[src/hw/rtl/swt_pkg.sv]
// swt_pkg: shared types and constants for the stopwatch/timer core.
// Opcodes, event kinds, register indexes and clock limits.
// No dependencies.
package swt_pkg;

  localparam int unsigned CfgDataW = 8;
  localparam int unsigned CfgIdxW  = 3;

  localparam logic [1:0] OP_TICK = 2'd0;
  localparam logic [1:0] OP_READ = 2'd1;
  localparam logic [1:0] OP_LOAD = 2'd2;
  localparam logic [1:0] OP_RUN  = 2'd3;

  localparam logic [2:0] EVT_NONE   = 3'd0;
  localparam logic [2:0] EVT_SLOW   = 3'd1;
  localparam logic [2:0] EVT_HELD   = 3'd2;
  localparam logic [2:0] EVT_PRESS  = 3'd3;
  localparam logic [2:0] EVT_REPEAT = 3'd4;

  localparam logic [CfgIdxW-1:0] REG_COUNT_DOWN = 3'd0;
  localparam logic [CfgIdxW-1:0] REG_TGT_HOURS  = 3'd1;
  localparam logic [CfgIdxW-1:0] REG_TGT_MINS   = 3'd2;
  localparam logic [CfgIdxW-1:0] REG_TGT_SECS   = 3'd3;
  localparam logic [CfgIdxW-1:0] REG_TGT_HUNDS  = 3'd4;
  localparam logic [CfgIdxW-1:0] REG_DEBOUNCE   = 3'd5;
  localparam logic [CfgIdxW-1:0] REG_RPT_WAIT   = 3'd6;
  localparam logic [CfgIdxW-1:0] REG_RPT_PERIOD = 3'd7;

  localparam logic [6:0] DEBOUNCE_RST   = 7'd5;
  localparam logic [7:0] RPT_WAIT_RST   = 8'd125;
  localparam logic [7:0] RPT_PERIOD_RST = 8'd25;

  // wrap limits (compare with >=) and borrow reload values
  localparam logic [7:0] HUNDS_LIM = 8'd100;
  localparam logic [6:0] SECS_LIM  = 7'd60;
  localparam logic [6:0] MINS_LIM  = 7'd60;
  localparam logic [5:0] HOURS_LIM = 6'd24;
  localparam logic [6:0] HUNDS_MAX = 7'd99;
  localparam logic [5:0] SECS_MAX  = 6'd59;
  localparam logic [5:0] MINS_MAX  = 6'd59;
  localparam logic [4:0] HOURS_MAX = 5'd23;

  typedef struct packed {
    logic [6:0] debounce_ticks;
    logic [7:0] repeat_wait;
    logic [7:0] repeat_period;
  } key_cfg_t;

  typedef struct packed {
    logic [2:0] kind;
    logic [2:0] keys;
  } key_evt_t;

endpackage

[src/hw/rtl/swt_debounce.sv]
// swt_debounce: three-key debouncer with held, press and long-repeat events.
// Holds the stable counter, last sample and the pending key event.
// Depends on swt_pkg.
module swt_debounce (
  input  logic               clk_i,
  input  logic               rst_ni,
  input  logic               tick_i,
  input  logic               consume_i,
  input  logic [2:0]         key_pins_i,
  input  swt_pkg::key_cfg_t  cfg_i,
  output swt_pkg::key_evt_t  pend_o
);

  logic [7:0]        cnt_q, cnt_d;
  logic [2:0]        last_q, last_d;
  swt_pkg::key_evt_t pend_q, pend_d;

  logic [2:0] key;
  logic [7:0] cnt_inc;
  logic [8:0] rpt_sum;
  logic [8:0] reload;

  always_comb begin
    key     = ~key_pins_i;
    cnt_inc = cnt_q + 8'd1;
    rpt_sum = {2'b00, cfg_i.debounce_ticks} + {1'b0, cfg_i.repeat_wait};
    reload  = ({1'b0, cfg_i.repeat_period} > rpt_sum) ? 9'd0
                : rpt_sum - {1'b0, cfg_i.repeat_period};

    cnt_d  = cnt_q;
    last_d = last_q;
    pend_d = pend_q;

    if (tick_i) begin
      if (key == 3'd0 || key != last_q) begin
        cnt_d  = 8'd0;
        last_d = key;
        pend_d = '0;
      end else begin
        cnt_d  = cnt_inc;
        pend_d = '{kind: swt_pkg::EVT_HELD, keys: key};
        if (cnt_inc == {1'b0, cfg_i.debounce_ticks}) begin
          pend_d.kind = swt_pkg::EVT_PRESS;
        end
        // a sum above 255 can never match the 8-bit counter
        if ({1'b0, cnt_inc} == rpt_sum) begin
          cnt_d       = reload[7:0];
          pend_d.kind = swt_pkg::EVT_REPEAT;
        end
      end
    end else if (consume_i) begin
      pend_d = '0;
    end
  end

  always_ff @(posedge clk_i or negedge rst_ni) begin
    if (!rst_ni) begin
      cnt_q  <= '0;
      last_q <= '0;
      pend_q <= '0;
    end else begin
      cnt_q  <= cnt_d;
      last_q <= last_d;
      pend_q <= pend_d;
    end
  end

  assign pend_o = pend_q;

endmodule

[src/hw/rtl/stopwatch_timer_with_key_debounce_core.sv]
// Stopwatch / countdown timer core with tick counter and key debounce.
// Top level; depends on swt_pkg and swt_debounce.
//
//   channel | signals                               | direction
//   --------+---------------------------------------+----------
//   in      | in_valid_i/in_ready_o, opcode..run    | in
//   out     | out_valid_o/out_ready_i, hours..phase | out
//   cfg     | cfg_we_i, cfg_idx_i, cfg_data_i       | in
//
// An accepted beat sits in the input register, is
// processed in one pass and lands in the result register. One beat per
// cycle when the output is drained every cycle. Input ready follows the
// result register: the input stage moves whenever the result register is
// empty or being taken. Reset clears the clock, counters and events.
module stopwatch_timer_with_key_debounce_core (
  input  logic                         clk_i,
  input  logic                         rst_ni,
  input  logic                         cfg_we_i,
  input  logic [swt_pkg::CfgIdxW-1:0]  cfg_idx_i,
  input  logic [swt_pkg::CfgDataW-1:0] cfg_data_i,
  input  logic                         in_valid_i,
  output logic                         in_ready_o,
  input  logic [1:0]                   opcode_i,
  input  logic [2:0]                   key_pins_i,
  input  logic                         run_value_i,
  output logic                         out_valid_o,
  input  logic                         out_ready_i,
  output logic [4:0]                   hours_o,
  output logic [5:0]                   minutes_o,
  output logic [5:0]                   seconds_o,
  output logic [6:0]                   hundredths_o,
  output logic                         running_o,
  output logic [15:0]                  tick_count_o,
  output logic [2:0]                   event_kind_o,
  output logic [2:0]                   event_keys_o,
  output logic [3:0]                   slowtick_phase_o
);

  // configuration
  logic              cnt_down_q;
  logic [4:0]        tgt_hrs_q;
  logic [5:0]        tgt_min_q;
  logic [5:0]        tgt_sec_q;
  logic [6:0]        tgt_hun_q;
  swt_pkg::key_cfg_t key_cfg_q;

  always_ff @(posedge clk_i or negedge rst_ni) begin
    if (!rst_ni) begin
      cnt_down_q              <= 1'b0;
      tgt_hrs_q               <= '0;
      tgt_min_q               <= '0;
      tgt_sec_q               <= '0;
      tgt_hun_q               <= '0;
      key_cfg_q.debounce_ticks <= swt_pkg::DEBOUNCE_RST;
      key_cfg_q.repeat_wait    <= swt_pkg::RPT_WAIT_RST;
      key_cfg_q.repeat_period  <= swt_pkg::RPT_PERIOD_RST;
    end else if (cfg_we_i) begin
      case (cfg_idx_i)
        swt_pkg::REG_COUNT_DOWN: cnt_down_q <= cfg_data_i[0];
        swt_pkg::REG_TGT_HOURS:  tgt_hrs_q  <= cfg_data_i[4:0];
        swt_pkg::REG_TGT_MINS:   tgt_min_q  <= cfg_data_i[5:0];
        swt_pkg::REG_TGT_SECS:   tgt_sec_q  <= cfg_data_i[5:0];
        swt_pkg::REG_TGT_HUNDS:  tgt_hun_q  <= cfg_data_i[6:0];
        swt_pkg::REG_DEBOUNCE:   key_cfg_q.debounce_ticks <= cfg_data_i[6:0];
        swt_pkg::REG_RPT_WAIT:   key_cfg_q.repeat_wait    <= cfg_data_i;
        swt_pkg::REG_RPT_PERIOD: key_cfg_q.repeat_period  <= cfg_data_i;
        default: ;
      endcase
    end
  end

  // input register
  logic       s1_valid_q;
  logic [1:0] s1_op_q;
  logic [2:0] s1_pins_q;
  logic       s1_run_q;
  logic       s1_go;

  assign s1_go      = s1_valid_q && (!out_valid_o || out_ready_i);
  assign in_ready_o = !s1_valid_q || s1_go;

  always_ff @(posedge clk_i or negedge rst_ni) begin
    if (!rst_ni) begin
      s1_valid_q <= 1'b0;
    end else if (in_ready_o) begin
      s1_valid_q <= in_valid_i;
    end
  end

  always_ff @(posedge clk_i) begin
    if (in_ready_o && in_valid_i) begin
      s1_op_q   <= opcode_i;
      s1_pins_q <= key_pins_i;
      s1_run_q  <= run_value_i;
    end
  end

  // timekeeping state
  logic [4:0]  hrs_q, hrs_d;
  logic [5:0]  min_q, min_d;
  logic [5:0]  sec_q, sec_d;
  logic [6:0]  hun_q, hun_d;
  logic        run_q, run_d;
  logic [15:0] tick_q, tick_d;
  logic [4:0]  slow_q, slow_d;   // bit 4 pending, bits 3:0 phase

  logic        is_tick, is_read;
  logic        key_take;
  swt_pkg::key_evt_t key_pend;

  logic [7:0] up_hun;
  logic [6:0] up_sec, up_min;
  logic [5:0] up_hrs;
  logic [2:0] evt_kind;
  logic [2:0] evt_keys;
  logic [3:0] evt_phase;

  assign is_tick  = s1_go && (s1_op_q == swt_pkg::OP_TICK);
  assign is_read  = s1_go && (s1_op_q == swt_pkg::OP_READ);
  assign key_take = is_read && (key_pend.kind != swt_pkg::EVT_NONE);

  swt_debounce u_debounce (
    .clk_i      (clk_i),
    .rst_ni     (rst_ni),
    .tick_i     (is_tick),
    .consume_i  (key_take),
    .key_pins_i (s1_pins_q),
    .cfg_i      (key_cfg_q),
    .pend_o     (key_pend)
  );

  always_comb begin
    // one spare bit so an out-of-range value still carries on >=
    up_hun = {1'b0, hun_q} + 8'd1;
    up_sec = {1'b0, sec_q} + 7'd1;
    up_min = {1'b0, min_q} + 7'd1;
    up_hrs = {1'b0, hrs_q} + 6'd1;

    hrs_d  = hrs_q;
    min_d  = min_q;
    sec_d  = sec_q;
    hun_d  = hun_q;
    run_d  = run_q;
    tick_d = tick_q;
    slow_d = slow_q;

    evt_kind  = swt_pkg::EVT_NONE;
    evt_keys  = 3'd0;
    evt_phase = 4'd0;

    if (s1_go) begin
      case (s1_op_q)
        swt_pkg::OP_TICK: begin
          if (run_q) begin
            if (!cnt_down_q) begin
              if (up_hun >= swt_pkg::HUNDS_LIM) begin
                hun_d = 7'd0;
                if (up_sec >= swt_pkg::SECS_LIM) begin
                  sec_d = 6'd0;
                  if (up_min >= swt_pkg::MINS_LIM) begin
                    min_d = 6'd0;
                    hrs_d = (up_hrs >= swt_pkg::HOURS_LIM) ? 5'd0 : up_hrs[4:0];
                  end else begin
                    min_d = up_min[5:0];
                  end
                end else begin
                  sec_d = up_sec[5:0];
                end
              end else begin
                hun_d = up_hun[6:0];
              end
              if (hrs_d == tgt_hrs_q && min_d == tgt_min_q &&
                  sec_d == tgt_sec_q && hun_d == tgt_hun_q) begin
                run_d = 1'b0;
              end
            end else begin
              if (hun_q == 7'd0) begin
                hun_d = swt_pkg::HUNDS_MAX;
                if (sec_q == 6'd0) begin
                  sec_d = swt_pkg::SECS_MAX;
                  if (min_q == 6'd0) begin
                    min_d = swt_pkg::MINS_MAX;
                    hrs_d = (hrs_q == 5'd0) ? swt_pkg::HOURS_MAX : hrs_q - 5'd1;
                  end else begin
                    min_d = min_q - 6'd1;
                  end
                end else begin
                  sec_d = sec_q - 6'd1;
                end
              end else begin
                hun_d = hun_q - 7'd1;
              end
              if ((|hrs_d) == 1'b0 && (|min_d) == 1'b0 &&
                  (|sec_d) == 1'b0 && (|hun_d) == 1'b0) begin
                run_d = 1'b0;
              end
            end
          end
          tick_d = tick_q + 16'd1;
          if (tick_d[3:0] == 4'd0) begin
            slow_d = {1'b1, tick_d[7:4]};
          end
        end
        swt_pkg::OP_READ: begin
          // a key event wins; the slowtick then stays pending
          if (key_take) begin
            evt_kind = key_pend.kind;
            evt_keys = key_pend.keys;
          end else if (slow_q[4]) begin
            evt_kind  = swt_pkg::EVT_SLOW;
            evt_phase = slow_q[3:0];
            slow_d    = 5'd0;
          end
        end
        swt_pkg::OP_LOAD: begin
          run_d = 1'b0;
          if (cnt_down_q) begin
            hrs_d = tgt_hrs_q;
            min_d = tgt_min_q;
            sec_d = tgt_sec_q;
            hun_d = tgt_hun_q;
          end else begin
            hrs_d = 5'd0;
            min_d = 6'd0;
            sec_d = 6'd0;
            hun_d = 7'd0;
          end
        end
        swt_pkg::OP_RUN: begin
          run_d = s1_run_q;
        end
        default: ;
      endcase
    end
  end

  always_ff @(posedge clk_i or negedge rst_ni) begin
    if (!rst_ni) begin
      hrs_q  <= '0;
      min_q  <= '0;
      sec_q  <= '0;
      hun_q  <= '0;
      run_q  <= 1'b0;
      tick_q <= '0;
      slow_q <= '0;
    end else begin
      hrs_q  <= hrs_d;
      min_q  <= min_d;
      sec_q  <= sec_d;
      hun_q  <= hun_d;
      run_q  <= run_d;
      tick_q <= tick_d;
      slow_q <= slow_d;
    end
  end

  // result register
  always_ff @(posedge clk_i or negedge rst_ni) begin
    if (!rst_ni) begin
      out_valid_o <= 1'b0;
    end else if (s1_go) begin
      out_valid_o <= 1'b1;
    end else if (out_ready_i) begin
      out_valid_o <= 1'b0;
    end
  end

  always_ff @(posedge clk_i) begin
    if (s1_go) begin
      hours_o          <= hrs_d;
      minutes_o        <= min_d;
      seconds_o        <= sec_d;
      hundredths_o     <= hun_d;
      running_o        <= run_d;
      tick_count_o     <= tick_d;
      event_kind_o     <= evt_kind;
      event_keys_o     <= evt_keys;
      slowtick_phase_o <= evt_phase;
    end
  end

endmodule
[config.mk]
export PLATFORM = sky130hd
export DESIGN_NAME = stopwatch_timer_with_key_debounce_core
export DESIGN_NICKNAME = d
export VERILOG_FILES = /design/src/hw/rtl/swt_pkg.sv /design/src/hw/rtl/swt_debounce.sv /design/src/hw/rtl/stopwatch_timer_with_key_debounce_core.sv
export SDC_FILE = /design/constraint.sdc
export NUM_CORES = 1
export LEC_CHECK = 0
export ABC_AREA = 1
export ABC_CLOCK_PERIOD_IN_PS = 3150
export BUFFER_PORTS_ARGS = -buffer_cell sky130_fd_sc_hd__buf_2
export CAP_MARGIN = 30
export CORE_AREA = 2 2 163 165
export CTS_CLUSTER_SIZE = 24
export DETAILED_ROUTE_END_ITERATION = 16
export DIE_AREA = 0 0 165 167
export SKIP_CTS_REPAIR_TIMING = 1
export SYNTH_ARGS = -nofsm -noshare
export SYNTH_HDL_FRONTEND = slang
export SYNTH_SLANG_ARGS = --single-unit
export TNS_END_PERCENT = 1
[constraint.sdc]
create_clock -name clk_i -period 3.15 [get_ports clk_i]
set_input_delay 0.7875 -clock clk_i [delete_from_list [all_inputs] [get_ports clk_i]]
set_output_delay 0.7875 -clock clk_i [all_outputs]
set_load 0.02 [all_outputs]
==> PnR_summary.wiki, run 1 <==
{| class="wikitable"
! Metric !! Value
|-
| Antenna violations before repair || 1
|-
| GP Congestion || 0.905
|-
| Maximum vdd ir drop || 369 uV
|-
| Maximum level of the CTS H-tree || 4
|-
| Worst setup path startpoint || key_cfg_q[18]$_DFFE_PN1P_
|-
| Transition time of the tightest slew-check pin || 689 ps
|-
| Synth top area cells || dfrtp_1 25%, edfxtp_1 17%, nand2_1 12%
|-
| Syn_nets || 1346
|-
| Share of synthesized registers carrying an async set or reset || 66.5%
|-
| Number of antenna diodes || 0
|-
| Routed len/inst || 16.4 um
|-
| Insertion delay of the later-clocked pin in the worst-skew pair || 430 ps
|-
| Final critical delay including setup and external delays || 2950 ps
|-
| Fraction of layout cells with a size suffix above 1 || 14.9%
|-
| Y dimension of the die || 167 um
|-
| Type of the tightest min-delay check || input pin to async pin
|-
| Initial DRT Pass Iterations || 5
|-
| Post-detailed-route DRC marker count || 0
|-
| Via count of the first global-routing pass || 8471
|-
| Clock tree from TritonCTS || built
|-
| Power per cell area || 809 nW/um^2
|-
| Synth Warn # || 0
|-
| Count of flip-flops with a built-in enable after synthesis || 57
|-
| Setup tns final || 0 ps
|-
| Port-buffer cells || 74
|-
| Post-synth cell types || 53
|-
| Outcome || finished, final reports clean
|-
| Largest driver fanout on the critical path || 6
|-
| Count of state elements after synthesis || 170
|-
| Highest attainable clock frequency || 0.340 GHz
|-
| Power consumption || 9.55 mW
|-
| GR Util All Layers || 21.0%
|-
| Cell taking the most area after synthesis || dfrtp_1
|-
| Sequential cell area fraction in the yosys report || 44.5%
|-
| I/O pins || 75
|-
| Total setup violations reported at the end of the flow || 0
|-
| Full die area || 27600 sq um
|-
| Most frequent CP cell || nand2_1
|-
| Number of buffers on the longest clock path || 2
|-
| Post-layout nets || 1431
|-
| Synthesized instance count || 1289
|-
| Slowest stage cell on the critical path || dfstp_2
|-
| Maxcap violations || 0
|-
| Number of design-rule violations left by the first detailed-router iteration || 794
|-
| Non-filler instance count after layout || 1722
|-
| Via density per instance || 5.26
|-
| Data required, critical path || 3530 ps
|-
| Total global routing overflow || 0
|-
| Final cycle utilization of the critical path || 93.5%
|-
| CTS Root Cell || clkbuf_16
|-
| Total count of max-transition violations in the final report || 0
|-
| Most frequent cells after synthesis || 319 x nand2_1, 154 x inv_1, 121 x nand3_1
|-
| Number of placed instances, taps included || 1690
|-
| Delay of the slowest cell on the worst path || 580 ps
|-
| Leakage power figure || 5.60 nW
|-
| Total wirelength of the detailed-routed design || 28300 um
|-
| Die Wd || 165 um
|-
| CTS clock-pin slew for the worst setup and hold paths || 80 ps
|-
| Floorplan core area || 25800 sq um
|-
| List of cells traversed by the critical path || ha_4 -> a21oi_2 -> nand2_1 -> or2_2 -> nand2_1 -> inv_1 -> ha_4 -> nand2_1 -> o21ai_0 -> a221oi_1 -> xor2_1 -> or2_0 -> nand2_1 -> nand2_1 -> nand2_1
|-
| Post-synthesis cell area || 10200 sq um
|-
| Slew headroom || 54.0%
|-
| Library cell with the highest instance count after synthesis || nand2_1
|-
| Num rows || 59
|-
| Synthesized area divided by synthesized cell count || 7.94 sq um
|-
| HPWL after detailed placement || 20900 um
|-
| Share of the synthesized area in the top cell type || 24.9%
|-
| FILL cells || 2566
|-
| Setup crit end kind || flip-flop
|-
| Total clock buffers created by CTS || 17
|-
| DP Area || 11100 sq um
|-
| FF/Latch Area || 4550 sq um
|-
| Most used flip-flop cell after synthesis || dfrtp_1
|-
| Starting density of the core || 39.7%
|-
| Crit path DAT || 3330 ps
|-
| Final instance area || 11800 sq um
|-
| Pin count of the biggest net entering global routing || 60
|-
| Signed area change from the synthesized netlist to the final layout || 15.5%
|-
| WS Path Type || flip-flop to flip-flop
|-
| Category of the worst setup path launch point || flip-flop
|-
| Clock sink count || 170
|-
| Unrepaired setup endpoints after global routing || yes
|-
| Setup skew after layout || 19.3 ps
|-
| Launch point of the worst reg-to-reg path || key_cfg_q[18]$_DFFE_PN1P_
|-
| Fraction of the core area covered by cells at the end of the flow || 45.9%
|-
| Total number of vias || 9065
|-
| Detail Route Antenna Nets || 0
|-
| Area occupied by multi-input gates || 4940 sq um
|-
| Hold Fails Final Rpt || 0
|-
| Global-route wire length before repair || 45400 um
|}
-- worst max-delay path, delay by kind of cell, from the launching register on --
family,cells,cell delay (ps)
fa+ha+maj,2,520
flops,1,580
buf+inv,1,100
simple gates,8,950
xor+xnor,1,170
compound gates,3,580
-- area by class of cell --
type,instances,area share [%]
Timing Repair Buffer,110,5.76
Clock inverter,12,1.31
Tap cell,335,3.55
Inverter,162,5.15
Sequential cell,170,38.5
Multi-Input combinational cell,913,41.8
Clock buffer,20,3.88
-- sequential cells by signal (all words and copies together), names as in the netlist, 7 cells and up --
name              count
tick_q               16
u_debounce.cnt_q      8
hun_q                 7
hundredths_o          7
tgt_hun_q             7
key_cfg_q            23
tick_count_o         16
-- final timing paths --
path	endpoint	cells past startpoint	slack [ps]
worst min-delay path	u_debounce.cnt_q[5]$_DFFE_PN0P_	1	270
worst max-delay path	u_debounce.cnt_q[6]$_DFFE_PN0P_	15	200
worst min register to register	tick_q[15]$_DFF_PN0_	1	470
min in group clk_i	tick_q[15]$_DFF_PN0_	1	470
worst max register to register	u_debounce.cnt_q[6]$_DFFE_PN0P_	15	200
max in group asynchronous	hrs_q[2]$_DFF_PN0_	2	2120
-- logic make-up (layout without fill, tap and decap cells) --
family / count (synthesis) / after routing / synth area share, %
adders and majority gates: 35 / 35 / 4.43
DFF: 170 / 170 / 44.5
AOI/OAI and AO/OA: 201 / 201 / 11.5
xor gates and xnor gates: 46 / 46 / 3.94
muxes: 1 / 1 / 0.110
and+or+nand+nor: 630 / 630 / 27.4
buffers and inverters: 206 / 304 / 8.16
-- layer usage --
layer  wire length, um  global-route usage, %  up-vias
met3              1610                   3.59       44
met4               628                   6.88        0
met1             12800                   29.1     4273
li1                  -                      -     4470
met5                 0                      0        -
met2             13200                   33.1      278
-- cells in the final DEF (no fill, tap or decap), types with 18 or more instances in the layout --
master     instances
a21oi_1           45
nor2_1            99
clkbuf_16         18
dfrtp_1          102
xor2_1            38
nand2_1          315
o21ai_0           93
buf_2             73
inv_1            153
ha_1              26
nand3_1          121
buf_4             34
nand4_1           27
edfxtp_1          57
-- metrics by stage --
stage | hold WS (ps) | setup slack, ps
after global placement | 448 | 112
after global routing | 285 | -30.9
after CTS | 275 | 49.9
final | 268 | 205
after detailed placement | 455 | 58.8
after floorplan | 432 | 250
-- where the power goes --
group	switching [mW]	total, mW	internal, mW	leakage, nW
registers	0.559	3.44	2.88	1.94
clock network	0.935	2.18	1.24	0.300
logic	2.51	3.94	1.43	3.35
(Power assumes the default switching activity.)
==> inputs of run 2 (changes only) <==
--- a/config.mk
+++ b/config.mk
@@ -6,15 +6,16 @@
 export NUM_CORES = 1
 export LEC_CHECK = 0
 export ABC_AREA = 1
-export ABC_CLOCK_PERIOD_IN_PS = 3150
+export ABC_CLOCK_PERIOD_IN_PS = 3620
 export BUFFER_PORTS_ARGS = -buffer_cell sky130_fd_sc_hd__buf_2
 export CAP_MARGIN = 30
-export CORE_AREA = 2 2 163 165
+export CORE_AREA = 2 2 166 168
 export CTS_CLUSTER_SIZE = 24
 export DETAILED_ROUTE_END_ITERATION = 16
-export DIE_AREA = 0 0 165 167
+export DIE_AREA = 0 0 168 170
 export SKIP_CTS_REPAIR_TIMING = 1
 export SYNTH_ARGS = -nofsm -noshare
 export SYNTH_HDL_FRONTEND = slang
+export SYNTH_HIERARCHICAL = 1
 export SYNTH_SLANG_ARGS = --single-unit
 export TNS_END_PERCENT = 1
==> constraint.sdc (replaced) <==
create_clock -name clk_i -period 3.62 [get_ports clk_i]
set_input_delay 0.905 -clock clk_i [delete_from_list [all_inputs] [get_ports clk_i]]
set_output_delay 0.905 -clock clk_i [all_outputs]
set_load 0.02 [all_outputs]
==> PnR_summary.wiki, run 2 <==
{| class="wikitable"
! Metric !! Value
|-
| Slew headroom || 63.6%
|-
| Type of the tightest min-delay check || input pin to async pin
|-
| Total clock buffers created by CTS || 17
|-
| Sequential cell area fraction in the yosys report || 43.2%
|-
| CTS Root Cell || clkbuf_16
|-
| Fraction of layout cells with a size suffix above 1 || 11.7%
|-
| Power dissipated by switching net loads || 3.76 mW
|-
| Routing usage on met1 || 27.0%
|-
| I/O pins || 75
|-
| FILL cells || 2660
|-
| Share of the synthesized area in the top cell type || 24.2%
|-
| Total count of max-transition violations in the final report || 0
|-
| Total wirelength of the detailed-routed design || 28500 um
|-
| Num rows || 60
|-
| Post-detailed-route DRC marker count || 0
|-
| Signed area change from the synthesized netlist to the final layout || 12.9%
|-
| DP Area || 11300 sq um
|-
| Final cycle utilization of the critical path || 85.8%
|-
| Maximum level of the CTS H-tree || 4
|-
| Total number of vias || 9458
|-
| Setup crit end kind || flip-flop
|-
| Final critical delay including setup and external delays || 3100 ps
|-
| Global routing met3 resource utilization || 3.81%
|-
| Unrepaired setup endpoints after global routing || no
|-
| Post-layout nets || 1508
|-
| Number of placed instances, taps included || 1773
|-
| Total setup violations reported at the end of the flow || 0
|-
| Post-synthesis cell area || 10500 sq um
|-
| Leading cell types in the layout, fill and taps excluded || 365 x nand2_1, 189 x inv_1, 155 x nand3_1
|-
| GR Util All Layers || 20.2%
|-
| FF/Latch Area || 4550 sq um
|-
| Synthesized instance count || 1383
|-
| Port-buffer cells || 74
|-
| Flip-flop count of the largest register, all copies and words added || 23
|-
| Synth top area cells || dfrtp_1 24%, edfxtp_1 16%, nand2_1 13%
|-
| Clock sink count || 170
|-
| HPWL after detailed placement || 21100 um
|-
| Count of state elements after synthesis || 170
|-
| Clock tree from TritonCTS || built
|-
| Gate power share || 42.0%
|-
| Final instance area || 11900 sq um
|-
| Library cell with the highest instance count after synthesis || nand2_1
|-
| Hold Fails Final Rpt || 0
|-
| Top Registers || key_cfg_q x23, tick_count_o x16, tick_q x16
|-
| Clock power share || 22.3%
|-
| Switching power as a share of total power || 44.8%
|-
| Full die area || 28600 sq um
|-
| Maxcap violations || 0
|-
| Highest attainable clock frequency || 0.322 GHz
|-
| Internal Power || 4.64 mW
|-
| Via count of the first global-routing pass || 8741
|-
| Number of buffers on the longest clock path || 2
|-
| Share of synthesized registers carrying an async set or reset || 66.5%
|-
| Data required, critical path || 3800 ps
|-
| Most used flip-flop cell after synthesis || dfrtp_1
|-
| Pin count of the biggest net entering global routing || 60
|-
| Non-filler instance count after layout || 1805
|-
| Most common cell after layout, fill and taps aside || nand2_1
|-
| Die Wd || 168 um
|-
| Outcome || finished, final reports clean
|-
| Final worst setup slack || 515 ps
|-
| Routed len/inst || 15.8 um
|-
| Post-synth cell types || 53
|-
| Leakage power figure || 5.76 nW
|-
| GP Congestion || 0.934
|-
| Busiest grt layer || met2
|-
| Synthesized area divided by synthesized cell count || 7.62 sq um
|-
| Crit path DAT || 3280 ps
|-
| Total global routing overflow || 0
|-
| Syn_nets || 1440
|-
| Synth Warn # || 6
|-
| Transition time of the tightest slew-check pin || 546 ps
|-
| Most flop-heavy register || key_cfg_q
|-
| Number of antenna diodes || 0
|-
| Largest driver fanout on the critical path || 27
|-
| CTS clock-pin slew for the worst setup and hold paths || 80 ps
|-
| Global-route wire length before repair || 45700 um
|-
| Initial DRT Pass Iterations || 5
|-
| Antenna violations before repair || 0
|-
| Worst slack after detailed placement || 540 ps
|-
| Number of design-rule violations left by the first detailed-router iteration || 740
|-
| Area occupied by multi-input gates || 5050 sq um
|-
| Detail Route Antenna Nets || 0
|-
| Met2 track demand over resource || 33.0%
|-
| Setup skew after layout || 15.3 ps
|-
| Count of flip-flops with a built-in enable after synthesis || 57
|-
| Setup tns final || 0 ps
|-
| Y dimension of the die || 170 um
|-
| Floorplan core area || 26700 sq um
|-
| Most frequent cells after synthesis || 365 x nand2_1, 189 x inv_1, 155 x nand3_1
|-
| Relative contribution of sequential cells to total power || 35.8%
|-
| Power consumption || 8.40 mW
|-
| Cell taking the most area after synthesis || dfrtp_1
|-
| Maximum vdd ir drop || 341 uV
|-
| Insertion delay of the later-clocked pin in the worst-skew pair || 440 ps
|-
| Power per cell area || 706 nW/um^2
|-
| Category of the worst setup path launch point || flip-flop
|-
| WS Path Type || flip-flop to flip-flop
|-
| Starting density of the core || 39.6%
|-
| Via density per instance || 5.24
|}
==> run 2: changes by cell type after synthesis, sizes merged, moves of 4 or more <==
cell / previous run / this run
nand2: 328 / 376
nor2: 106 / 113
clkbuf: 27 / 23
a22oi: 12 / 8
inv: 161 / 197
nand3: 129 / 158
xor2: 38 / 22
or2: 10 / 2
o211ai: 7 / 12
==> run 2: final cells by class <==
class,count,share of cell area [%]
Multi-Input combinational cell,975,42.4
Timing Repair Buffer,88,4.23
Tap cell,341,3.59
Clock inverter,15,1.67
Clock buffer,17,3.57
Inverter,199,6.28
Sequential cell,170,38.3
==> run 2: critical path, cell delays in order (launching register included) <==
cell	delay (ps)
dfrtp_1	520
ha_1	300
nand3_1	100
nand2_1	80
nand2_1	80
nand3_1	140
nand3_4	270
nand2_4	370
nand2_1	160
nand2_1	120
nand2_1	60
nand2_1	90
nand2_1	60
nor2_1	120
nand2_1	70
nor2_1	80
nand2_1	70
nand2_1	70
a21oi_1	70
==> run 2: cell families after synthesis <==
kind of cell | after synthesis | synth area share [%]
mux | 2 | 0.214
compound gates | 199 | 11.0
xor+xnor | 31 | 2.57
buf+inv | 238 | 8.97
simple gates | 708 | 29.7
flops | 170 | 43.2
fa+ha+maj | 35 | 4.30
==> run 2: worst paths after layout <==
check	slack (ps)	start	depth (start not counted)	end
max reg2reg	520	hun_q[0]$_DFF_PN0_	18	running_o$_DFFE_PP_
max in group asynchronous	2440	rst_ni	2	key_cfg_q[13]$_DFFE_PN1P_
max	520	hun_q[0]$_DFF_PN0_	18	running_o$_DFFE_PP_
min reg2reg	460	tick_q[15]$_DFF_PN0_	1	tick_q[15]$_DFF_PN0_
min	410	rst_ni	1	key_cfg_q[1]$_DFFE_PN0P_
min in group clk_i	460	tick_q[15]$_DFF_PN0_	1	tick_q[15]$_DFF_PN0_
==> run 2: per-layer routing <==
metal | part of all wire [%] | up-vias
li1 | - | 4713
met1 | 47 | 4450
met2 | 46 | 246
met3 | 5.0 | 49
met4 | 2.1 | 0
met5 | 0 | -
==> run 2: power groups by stage <==
| stage | Sequential, mW | Clock, mW | Combinational (mW) |
|---|---|---|---|
| finish | 3.01 | 1.87 | 3.53 |
| global route | 3.07 | 1.98 | 3.99 |
| CTS | 3.00 | 1.92 | 3.50 |
| detailed placement | 3.03 | 0 | 3.47 |
| global placement | 3.03 | 0 | 3.45 |
| floorplan | 2.97 | 0 | 2.57 |
==> run 2: through the flow <==
step / hold WS [ps] / util [%]
after global placement: 447 / 42.3
after detailed placement: 448 / 42.3
after global routing: 425 / 44.7
after floorplan: 432 / -
final: 410 / 44.7
after CTS: 407 / 44.7
==> inputs of run 3 (changes only) <==
--- a/config.mk
+++ b/config.mk
@@ -10,6 +10,7 @@
 export BUFFER_PORTS_ARGS = -buffer_cell sky130_fd_sc_hd__buf_2
 export CAP_MARGIN = 30
 export CORE_AREA = 2 2 166 168
+export CTS_BUF_LIST = sky130_fd_sc_hd__clkbuf_8
 export CTS_CLUSTER_SIZE = 24
 export DETAILED_ROUTE_END_ITERATION = 16
 export DIE_AREA = 0 0 168 170
==> PnR_summary.wiki, run 3 (synthesized netlist as in run 2, its figures left out) <==
{| class="wikitable"
! Metric !! Value
|-
| Outcome || finished, final reports clean
|-
| Antenna violations before repair || 0
|-
| CTS clock-pin slew for the worst setup and hold paths || 110 ps
|-
| Highest attainable clock frequency || 0.320 GHz
|-
| List of cells traversed by the critical path || ha_1 -> nand3_1 -> nand2_1 -> nand2_1 -> nand3_1 -> nand3_4 -> nand2_4 -> nand2_1 -> nand2_1 -> nand2_1 -> nand2_1 -> nand2_1 -> nor2_1 -> nand2_1 -> nor2_1 -> nand2_1 -> nand2_1 -> a21oi_1
|-
| Data required, critical path || 3850 ps
|-
| Power per cell area || 678 nW/um^2
|-
| Num rows || 60
|-
| Number of design-rule violations left by the first detailed-router iteration || 848
|-
| Transition time of the tightest slew-check pin || 565 ps
|-
| Total count of max-transition violations in the final report || 0
|-
| Switching power as a share of total power || 46.7%
|-
| Leading cell types in the layout, fill and taps excluded || 365 x nand2_1, 189 x inv_1, 155 x nand3_1
|-
| Final critical delay including setup and external delays || 3120 ps
|-
| GP Congestion || 0.934
|-
| Post-layout nets || 1508
|-
| Fraction of the core area covered by cells at the end of the flow || 43.9%
|-
| Full die area || 28600 sq um
|-
| Maximum level of the CTS H-tree || 4
|-
| GR Util All Layers || 20.2%
|-
| Insertion delay of the later-clocked pin in the worst-skew pair || 480 ps
|-
| Maximum vdd ir drop || 346 uV
|-
| Clock power share || 17.7%
|-
| Pin count of the biggest net entering global routing || 60
|-
| Final instance area || 11700 sq um
|-
| Global-route wire length before repair || 45600 um
|-
| WS Path Type || flip-flop to flip-flop
|-
| Gate power share || 44.4%
|-
| Number of antenna diodes || 0
|-
| FILL cells || 2681
|-
| Launch point of the worst reg-to-reg path || hun_q[0]$_DFF_PN0_
|-
| Unrepaired setup endpoints after global routing || no
|-
| Final worst setup slack || 497 ps
|-
| Most flop-heavy register || key_cfg_q
|-
| Routed len/inst || 15.8 um
|-
| Delay of the slowest cell on the worst path || 520 ps
|-
| Leakage power figure || 5.67 nW
|-
| Total number of vias || 9531
|-
| Via density per instance || 5.28
|-
| Power consumption || 7.94 mW
|-
| Fraction of layout cells with a size suffix above 1 || 11.7%
|-
| I/O pins || 75
|-
| Largest driver fanout on the critical path || 27
|-
| Via count of the first global-routing pass || 8753
|-
| Total clock buffers created by CTS || 17
|-
| Flip-flop count of the largest register, all copies and words added || 23
|-
| Crit path DAT || 3350 ps
|-
| Setup skew after layout || 19.6 ps
|-
| Worst slack after detailed placement || 540 ps
|-
| CTS Root Cell || clkbuf_8
|-
| R2R cell count || 18
|-
| Setup crit end kind || flip-flop
|-
| Floorplan core area || 26700 sq um
|-
| DP Area || 11300 sq um
|-
| Internal Power || 4.23 mW
|-
| Die Wd || 168 um
|-
| Total global routing overflow || 0
|-
| Initial DRT Pass Iterations || 6
|-
| Final cycle utilization of the critical path || 86.3%
|-
| Relative contribution of sequential cells to total power || 37.8%
|-
| Signed area change from the synthesized netlist to the final layout || 11.0%
|-
| Maxcap violations || 0
|-
| Setup tns final || 0 ps
|-
| Power dissipated by switching net loads || 3.71 mW
|-
| Total wirelength of the detailed-routed design || 28600 um
|-
| Starting density of the core || 39.6%
|-
| HPWL after detailed placement || 21100 um
|-
| Category of the worst setup path launch point || flip-flop
|-
| Clock sink count || 170
|-
| Most common cell after layout, fill and taps aside || nand2_1
|-
| Destination of the worst register-to-register timing path || running_o$_DFFE_PP_
|-
| Number of buffers on the longest clock path || 2
|-
| Type of the tightest min-delay check || input pin to async pin
|-
| Post-detailed-route DRC marker count || 0
|-
| Port-buffer cells || 74
|-
| Slew headroom || 62.3%
|-
| Y dimension of the die || 170 um
|-
| Hold Fails Final Rpt || 0
|-
| Most frequent CP cell || nand2_1
|-
| Clock tree from TritonCTS || built
|-
| Top Registers || key_cfg_q x23, tick_count_o x16, tick_q x16
|-
| Total setup violations reported at the end of the flow || 0
|-
| Slowest stage cell on the critical path || dfrtp_1
|-
| Detail Route Antenna Nets || 0
|-
| Register-to-Register Setup Slack || 500 ps
|}
run 3: cell types whose count changed in the layout (fill, tap and decap cells not counted):
cell       delta
clkbuf_16    -17
clkbuf_8     +17
run 3: worst max-delay path by stage:
stage	from	to	slack (ps)
after floorplan	out_ready_i	slow_q[0]$_DFFE_PN0P_	350
after global placement	key_cfg_q[16]$_DFFE_PN1P_	u_debounce/cnt_q[7]$_DFFE_PN0P_	560
after detailed placement	key_cfg_q[16]$_DFFE_PN1P_	u_debounce/cnt_q[0]$_DFFE_PN0P_	540
after CTS	key_cfg_q[16]$_DFFE_PN1P_	u_debounce/cnt_q[0]$_DFFE_PN0P_	530
after global routing	hun_q[0]$_DFF_PN0_	running_o$_DFFE_PP_	110
final	hun_q[0]$_DFF_PN0_	running_o$_DFFE_PP_	500
run 3: layout make-up:
cell class	instances	area (sq um)	area share, %
multi-input combinational	975	5050	43.1
clock buffer	17	234	2.00
clock inverter	15	199	1.70
tap	341	427	3.64
sequential	170	4550	38.9
timing repair buffer	88	503	4.30
inverter	199	747	6.38
run 3: critical path, delay by kind of cell (launching register included):
kind            cells  cell delay [ps]
compound gates      1               70
fa+ha+maj           1              310
simple gates       16             1970
flops               1              520
run 3: layer usage:
layer | up-vias | track usage (%) | wire length, um
li1 | 4704 | - | -
met1 | 4484 | 27.0 | 13200
met2 | 281 | 32.7 | 13200
met3 | 62 | 4.21 | 1500
met4 | 0 | 7.26 | 627
met5 | - | 0 | 0
run 3: through the flow:
stage / hold WS [ps] / std cells
3_3_place_gp: 447 / 1773
6_report: 353 / 1805
2_1_floorplan: 432 / 1383
3_5_place_dp: 448 / 1773
5_1_grt: 356 / 1805
4_1_cts: 330 / 1805
run 3: power groups by stage:
stage          logic (mW)  clock network [mW]  registers, mW
2_1_floorplan        2.57                   0           2.97
4_1_cts              3.50                1.46           3.00
6_report             3.53                1.41           3.00
3_5_place_dp         3.47                   0           3.03
5_1_grt              3.98                1.53           3.07
3_3_place_gp         3.45                   0           3.03
